[config.mk]
export PLATFORM = sky130hd
export DESIGN_NAME = aabb_collision_resolve
export DESIGN_NICKNAME = d
export VERILOG_FILES = /design/src/sv/acr_pkg.sv /design/src/sv/acr_axis.sv /design/src/sv/aabb_collision_resolve.sv
export SDC_FILE = /design/constraint.sdc
export NUM_CORES = 2
export LEC_CHECK = 0
export ABC_AREA = 1
export BUFFER_PORTS_ARGS = -buffer_cell sky130_fd_sc_hd__buf_2
export CAP_MARGIN = 10
export CELL_PAD_IN_SITES_DETAIL_PLACEMENT = 0
export CELL_PAD_IN_SITES_GLOBAL_PLACEMENT = 1
export CORE_MARGIN = 2
export CORE_UTILIZATION = 50
export DETAILED_ROUTE_END_ITERATION = 6
export PLACE_DENSITY_LB_ADDON = 0.1
export REMOVE_ABC_BUFFERS = 1
export SLEW_MARGIN = 25
export SYNTH_ARGS = -nofsm -noshare
export SYNTH_HDL_FRONTEND = slang
export SYNTH_SLANG_ARGS = --single-unit
export TNS_END_PERCENT = 10
[constraint.sdc]
create_clock -name clk -period 23.7 [get_ports clk]
set_input_delay 1.185 -clock clk [delete_from_list [all_inputs] [get_ports clk]]
set_output_delay 1.185 -clock clk [all_outputs]
set_load 0.02 [all_outputs]
[src/sv/acr_pkg.sv]
// shared types, codes and helpers for the aabb collision resolver
`default_nettype none

package acr_pkg;

  // fixed field widths
  localparam int COORD_W = 32;
  localparam int DIM_W = 31;
  localparam int MODE_W = 2;
  localparam int AXIS_W = 2;

  // default and working widths; bounds and depths never exceed WIDE_W signed bits
  localparam int COORD_BITS_DEF = 32;
  localparam int WIDE_W = COORD_W + 4;

  // commands
  localparam logic CMD_LOAD = 1'b0;
  localparam logic CMD_OBSTACLE = 1'b1;

  // placement modes
  localparam logic [MODE_W-1:0] MODE_CORNER = 2'd0;
  localparam logic [MODE_W-1:0] MODE_CENTRED = 2'd1;
  localparam logic [MODE_W-1:0] MODE_CAMERA = 2'd2;

  // axis codes
  localparam logic [AXIS_W-1:0] AXIS_X = 2'd0;
  localparam logic [AXIS_W-1:0] AXIS_Y = 2'd1;
  localparam logic [AXIS_W-1:0] AXIS_Z = 2'd2;

  // per-axis test result
  typedef struct packed {
    logic                     overlap;
    logic signed [WIDE_W-1:0] depth;
    logic signed [COORD_W-1:0] new_pos;
  } acr_axis_res_t;

  // clamp a wide value into the signed range of pos_w bits, returned sign-extended
  function automatic logic signed [COORD_W-1:0] sat_coord(
    input logic signed [WIDE_W-1:0] v,
    input int unsigned pos_w
  );
    logic signed [WIDE_W-1:0] hi;
    logic signed [WIDE_W-1:0] lo;
    logic signed [WIDE_W-1:0] r;
    hi = $signed((WIDE_W'(1) << (pos_w - 1)) - WIDE_W'(1));
    lo = -hi - WIDE_W'(1);
    if (v > hi) begin
      r = hi;
    end else if (v < lo) begin
      r = lo;
    end else begin
      r = v;
    end
    return r[COORD_W-1:0];
  endfunction

endpackage

`default_nettype wire

[src/sv/acr_axis.sv]
// one axis of the overlap test, penetration depth and corrected position
`default_nettype none

module acr_axis #(
  parameter int POS_W = 32,
  parameter bit IS_Y = 1'b0
) (
  input  wire logic [acr_pkg::MODE_W-1:0]         mode,
  input  wire logic signed [POS_W-1:0]            pos,
  input  wire logic [acr_pkg::DIM_W-1:0]          dim,
  input  wire logic signed [acr_pkg::COORD_W-1:0] obs_pos,
  input  wire logic [acr_pkg::DIM_W-1:0]          obs_dim,
  output acr_pkg::acr_axis_res_t                  res
);
  import acr_pkg::*;

  logic signed [WIDE_W-1:0] p;
  logic signed [WIDE_W-1:0] d;
  logic signed [WIDE_W-1:0] h;
  logic signed [WIDE_W-1:0] lo1;
  logic signed [WIDE_W-1:0] hi1;
  logic signed [WIDE_W-1:0] lo2;
  logic signed [WIDE_W-1:0] hi2;
  logic signed [WIDE_W-1:0] a;
  logic signed [WIDE_W-1:0] b;
  logic                     push_minus;
  logic signed [WIDE_W-1:0] moved;

  // operands extended to the working width
  assign p = WIDE_W'(pos);
  assign d = $signed(WIDE_W'(dim));
  assign h = $signed(WIDE_W'(dim[DIM_W-1:1]));
  assign lo2 = WIDE_W'(obs_pos);
  assign hi2 = lo2 + $signed(WIDE_W'(obs_dim));

  // moving box bounds by placement mode
  always_comb begin
    case (mode)
      MODE_CAMERA: begin
        if (IS_Y) begin
          lo1 = p - d;
          hi1 = p;
        end else begin
          lo1 = p - h;
          hi1 = p + h;
        end
      end
      MODE_CENTRED: begin
        lo1 = p - h;
        hi1 = p + h;
      end
      default: begin
        lo1 = p;
        hi1 = p + d;
      end
    endcase
  end

  // penetration both ways, keep the smaller
  assign a = hi1 - lo2;
  assign b = hi2 - lo1;
  assign push_minus = (a < b);
  assign moved = push_minus ? (p - a) : (p + b);

  assign res.overlap = (lo1 < hi2) && (hi1 > lo2);
  assign res.depth = push_minus ? a : b;
  assign res.new_pos = sat_coord(moved, POS_W);

endmodule

`default_nettype wire

[src/sv/aabb_collision_resolve.sv]
// top level: input register, stored moving box, axis selection and result register
//
// Usage: items enter on the in channel (in_valid/in_ready) with cmd and the box fields.
// cmd 0 loads the moving box (position saturated to COORD_BITS, at most 32, signed bits);
// cmd 1 tests an obstacle box and pushes the stored position out along the axis of
// smallest penetration. Every item gives exactly one result on the out channel
// (out_valid/out_ready): hit, hit_axis and the stored position after the item.
// Path: an accepted item waits in the input register, then its result is written
// into the result register together with the stored box.
// Throughput: one item per cycle unless out_ready stalls; the stored box is updated in
// the same cycle that the next item reads it, so consecutive obstacles chain without gaps.
// Stalls: while out_ready is low a waiting result holds, one more item may sit in the
// input register, and in_ready drops once both are full.
// Reset: clears both registers' valid flags and the stored box to zero position,
// zero extents and corner mode.
`default_nettype none

module aabb_collision_resolve #(
  parameter int COORD_BITS = acr_pkg::COORD_BITS_DEF
) (
  input  wire logic                                clk,
  input  wire logic                                rst,
  input  wire logic                                in_valid,
  output      logic                                in_ready,
  input  wire logic                                cmd,
  input  wire logic signed [acr_pkg::COORD_W-1:0]  pos_x,
  input  wire logic signed [acr_pkg::COORD_W-1:0]  pos_y,
  input  wire logic signed [acr_pkg::COORD_W-1:0]  pos_z,
  input  wire logic [acr_pkg::DIM_W-1:0]           dim_x,
  input  wire logic [acr_pkg::DIM_W-1:0]           dim_y,
  input  wire logic [acr_pkg::DIM_W-1:0]           dim_z,
  input  wire logic [acr_pkg::MODE_W-1:0]          box_mode,
  output      logic                                out_valid,
  input  wire logic                                out_ready,
  output      logic                                hit,
  output      logic [acr_pkg::AXIS_W-1:0]          hit_axis,
  output      logic signed [acr_pkg::COORD_W-1:0]  out_x,
  output      logic signed [acr_pkg::COORD_W-1:0]  out_y,
  output      logic signed [acr_pkg::COORD_W-1:0]  out_z
);
  import acr_pkg::*;

  localparam int POS_W = (COORD_BITS < 2) ? 2 : ((COORD_BITS < COORD_W) ? COORD_BITS : COORD_W);

  // input register
  logic                      in_full;
  logic                      in_cmd;
  logic signed [COORD_W-1:0] in_pos [3];
  logic [DIM_W-1:0]          in_dim [3];
  logic [MODE_W-1:0]         in_mode;

  // stored moving box
  logic signed [POS_W-1:0]   mover_pos [3];
  logic [DIM_W-1:0]          mover_dim [3];
  logic [MODE_W-1:0]         mover_mode;

  acr_axis_res_t             axis_res [3];
  logic                      advance;
  logic                      overlap_all;
  logic [AXIS_W-1:0]         axis_sel;
  logic signed [COORD_W-1:0] pos_next [3];
  logic                      hit_next;
  logic [AXIS_W-1:0]         axis_next;

  // handshake
  assign advance = in_full && (!out_valid || out_ready);
  assign in_ready = !in_full || advance;

  always_ff @(posedge clk) begin
    if (rst) begin
      in_full <= 1'b0;
    end else if (in_ready) begin
      in_full <= in_valid;
    end
  end

  always_ff @(posedge clk) begin
    if (in_valid && in_ready) begin
      in_cmd <= cmd;
      in_pos[0] <= pos_x;
      in_pos[1] <= pos_y;
      in_pos[2] <= pos_z;
      in_dim[0] <= dim_x;
      in_dim[1] <= dim_y;
      in_dim[2] <= dim_z;
      in_mode <= box_mode;
    end
  end

  // per-axis test units
  for (genvar i = 0; i < 3; i++) begin : g_axis
    acr_axis #(
      .POS_W(POS_W),
      .IS_Y (i == 1)
    ) u_axis (
      .mode   (mover_mode),
      .pos    (mover_pos[i]),
      .dim    (mover_dim[i]),
      .obs_pos(in_pos[i]),
      .obs_dim(in_dim[i]),
      .res    (axis_res[i])
    );
  end

  // axis choice: x only when strictly smallest, then y only when strictly below z, else z
  assign overlap_all = axis_res[0].overlap && axis_res[1].overlap && axis_res[2].overlap;

  always_comb begin
    if ((axis_res[0].depth < axis_res[1].depth) && (axis_res[0].depth < axis_res[2].depth)) begin
      axis_sel = AXIS_X;
    end else if (axis_res[1].depth < axis_res[2].depth) begin
      axis_sel = AXIS_Y;
    end else begin
      axis_sel = AXIS_Z;
    end
  end

  // next stored position and result fields
  always_comb begin
    hit_next = 1'b0;
    axis_next = AXIS_X;
    for (int i = 0; i < 3; i++) begin
      pos_next[i] = COORD_W'(mover_pos[i]);
    end
    if (in_cmd == CMD_LOAD) begin
      for (int i = 0; i < 3; i++) begin
        pos_next[i] = sat_coord(WIDE_W'(in_pos[i]), POS_W);
      end
    end else if (overlap_all) begin
      hit_next = 1'b1;
      axis_next = axis_sel;
      for (int i = 0; i < 3; i++) begin
        if (axis_sel == AXIS_W'(i)) begin
          pos_next[i] = axis_res[i].new_pos;
        end
      end
    end
  end

  // stored box update
  always_ff @(posedge clk) begin
    if (rst) begin
      for (int i = 0; i < 3; i++) begin
        mover_pos[i] <= '0;
        mover_dim[i] <= '0;
      end
      mover_mode <= MODE_CORNER;
    end else if (advance) begin
      for (int i = 0; i < 3; i++) begin
        mover_pos[i] <= pos_next[i][POS_W-1:0];
      end
      if (in_cmd == CMD_LOAD) begin
        for (int i = 0; i < 3; i++) begin
          mover_dim[i] <= in_dim[i];
        end
        mover_mode <= in_mode;
      end
    end
  end

  // result register
  always_ff @(posedge clk) begin
    if (rst) begin
      out_valid <= 1'b0;
    end else if (advance) begin
      out_valid <= 1'b1;
    end else if (out_ready) begin
      out_valid <= 1'b0;
    end
  end

  always_ff @(posedge clk) begin
    if (advance) begin
      hit <= hit_next;
      hit_axis <= axis_next;
      out_x <= pos_next[0];
      out_y <= pos_next[1];
      out_z <= pos_next[2];
    end
  end

endmodule

`default_nettype wire

==> impl_metrics.ini <==
[synthesis]
synth_edf_count = 480
yosysWarnings = 0
synth_cells = 8689
synth.avg_cell_area_um2 = 6.94
netlist_area_um2 = 60300
ys.flop_type = edfxtp_1
async_flop_share_pct = 0
synth_cell_types = 83
synth-seq-cells = 484
synth_top_area_share_pct = 23.9
seq_area_frac_synth_pct = 24.0
yosys.area.top_type = edfxtp_1
synthTopCellsByArea = edfxtp_1, ha_1, nand2_1

[run]
drv_cap = 0

[worst_setup_path]
worstPathRequired_ns = 24.08
crit_path_frequent_cell = nand2_1
r2r_start = mover_mode[0]$_SDFFE_PP0P_
reg2reg_to = mover_pos[0][69]$_SDFFCE_PN0P_
endpoint_kind = flop
rr_worst_depth = 69
cpMaxStageDelayCell = nor4_1
critPathLaunchType = flop
cp_max_fo = 63
max_stage_delay_ns = 0.82
rrSetupSlack_ns = 8.89
cp.arrival_ns = 15.19
path_class = flop to flop

[clocking]
clkTransAtPathRegs_ns = 0.06
clock_sinks = 484
cts_made_buffers = 55
root_buffer = clkbuf_16
cts_tree = built
cts_resized = 0
cts_setup_buffers = 0
insertion_delay_ns = 0.67
h-tree-depth = 2
ctsLongestPathBuffers = 3
cts_hold_buf = 0

[layout]
final_cell_mix = nand2_1, inv_1, a21oi_1, ha_1, nor2_1
drive_above_1_share_pct = 7.55
nets = 9916
multi_input_area_um2 = 40100
final_common_cell = nand2_1
fillers = 12088
seq_area_um2 = 14500
area_growth_pct = 7.85

[drt]
viasPerCell = 5.76
drtIter0Drc = 5967
firstDrtPassIters = 6
drc_errors = 0
totalWireLength_um = 226000
ant_nets = 0
vias = 60817
wire_per_inst_um = 21.4

[pwr]
p_sw_mw = 5.85
power_frac_clock_pct = 8.7
p_int_mw = 3.93
swShare_pct = 59.8
p_comb_share_pct = 80.4
peakVddDrop_mv = 0.166
pwr-share-seq_pct = 10.9
power_density_nw_per_um2 = 150
power_mw = 9.78
leakage_nw = 32.4

[global_routing]
grt_pass1_wl_um = 337000
grt_max_degree = 71
track_usage_pct = 35.4
antenna_found_initial = 3
grt_pass1_vias = 56909
grt.overflow.total = 0

[timing]
slew_headroom_pct = 20.8
fin_skew_ns = 0.0282
rsz0062_at_grt = no
fin_ws_ns = 8.89
hold_viol_final = 0
report.final.slew_viol_count = 0
period_needed_ns = 14.81
setup_violations = 0
timing.fmax_ghz = 0.0675
fin_crit_sh_pct = 62.5
setup_tns_ns = 0
tightest_slew_ns = 1.18
fin_hold_ws_ns = 0.518

[floorplanning]
coreArea_um2 = 120000
rows = 127
die_w_um = 351
die-area_um2 = 123000
initial_core_util_pct = 50.4
chipHeight_um = 351
io-pin-count = 297

[worst_hold_path]
hold_depth = 2
hold_start = out_valid$_SDFFE_PP0P_
hold-path-endpoint = out_valid$_SDFFE_PP0P_
hold_path_class = flop to flop

[placed_design]
portBuffers = 296
dp_hpwl_um = 189000
gp_congestion = 1.02
pre_cts_ws_ns = 9.10

[status]
status = finished clean
## layer usage
layer	GRT usage (%)	vias to the layer above	share of wire (%)
li1	-	29546	-
met1	50.5	28412	45
met2	56.0	2552	44
met3	4.03	305	7.8
met4	10.4	2	3.1
met5	0	-	0.0075
## power by group through the flow
| stage | Combinational (mW) | Sequential [mW] | Clock (mW) |
|---|---|---|---|
| floorplan | 5.20 | 1.08 | 0 |
| global placement | 7.61 | 1.08 | 0 |
| detailed placement | 7.64 | 1.08 | 0 |
| CTS | 7.69 | 1.06 | 0.865 |
| global route | 8.62 | 1.07 | 0.893 |
| finish | 7.86 | 1.06 | 0.854 |
## kinds of logic after synthesis
family / synth area share [%]
buf+inv: 9.65
flops: 24.0
compound gates: 18.3
fa+ha+maj: 17.2
mux: 0.174
simple gates: 24.2
xor+xnor: 6.47
## cells in the mapped netlist, drive strengths merged, types with 5 or more instances
cell type  number
a211oi         22
a21boi         50
a21o           33
a21oi         916
a221oi         14
a31oi          58
and3            5
buf            56
clkbuf        125
edfxtp        480
fa             18
ha            802
inv          1324
mux2i           6
nand2        2069
nand3         416
nand3b         17
nand4          76
nor2          673
nor3           72
nor4           35
o2111ai         8
o211ai         25
o21a           30
o21ai         729
o21bai         31
o221a           5
o221ai         15
o31ai          24
or2            79
xnor2         143
xor2          288
## through the flow
| step | std cells | util (%) | instance area (µm²) |
|---|---|---|---|
| after floorplan | 8508 | - | 59500 |
| after CTS | 10549 | 54.3 | 65100 |
| after global placement | 10455 | 52.9 | 63400 |
| final | 10550 | 54.3 | 65100 |
| after global routing | 10549 | 54.3 | 65100 |
| after detailed placement | 10455 | 52.9 | 63400 |
## area by class of cell
type / count / share of cell area, %
antenna: 1 / 0.00385
clock buffer: 75 / 2.33
clock inverter: 19 / 0.313
inverter: 1327 / 7.68
multi-input combinational: 6697 / 61.6
sequential: 484 / 22.3
tap: 1612 / 3.10
timing repair buffer: 335 / 2.73
## worst max-delay path: cells and delay by family (launching register included)
kind                     cells  cell delay [ns]
AO/OA/AOI/OAI               21             4.91
XOR/XNOR                     2             0.34
adder cells (fa/ha/maj)      6             2.45
buffers and inverters        9             1.23
flip-flops                   1             0.34
AND/OR/NAND/NOR             31             5.16
## sequential cells by signal, summed over array words and instances (netlist names)
signal / flops
hit: 1
in_full: 1
mover_pos: 96
out_z: 32
in_cmd: 1
out_valid: 1
in_dim: 93
out_x: 32
mover_dim: 93
mover_mode: 2
hit_axis: 2
out_y: 32
in_mode: 2
in_pos: 96
## worst max-delay path by stage
stage,startpoint,end,slack [ns],cells after the start
floorplan,mover_mode[0]$_SDFFE_PP0P_,mover_pos[0][66]$_SDFFCE_PN0P_,7.86,68
global placement,mover_mode[0]$_SDFFE_PP0P_,mover_pos[0][69]$_SDFFCE_PN0P_,9.10,69
detailed placement,mover_mode[0]$_SDFFE_PP0P_,mover_pos[0][69]$_SDFFCE_PN0P_,9.10,69
CTS,mover_mode[0]$_SDFFE_PP0P_,mover_pos[0][69]$_SDFFCE_PN0P_,9.06,69
global route,mover_mode[0]$_SDFFE_PP0P_,mover_pos[0][69]$_SDFFCE_PN0P_,8.07,69
finish,mover_mode[0]$_SDFFE_PP0P_,mover_pos[0][69]$_SDFFCE_PN0P_,8.89,69
Power figures use the tool's default switching activity.
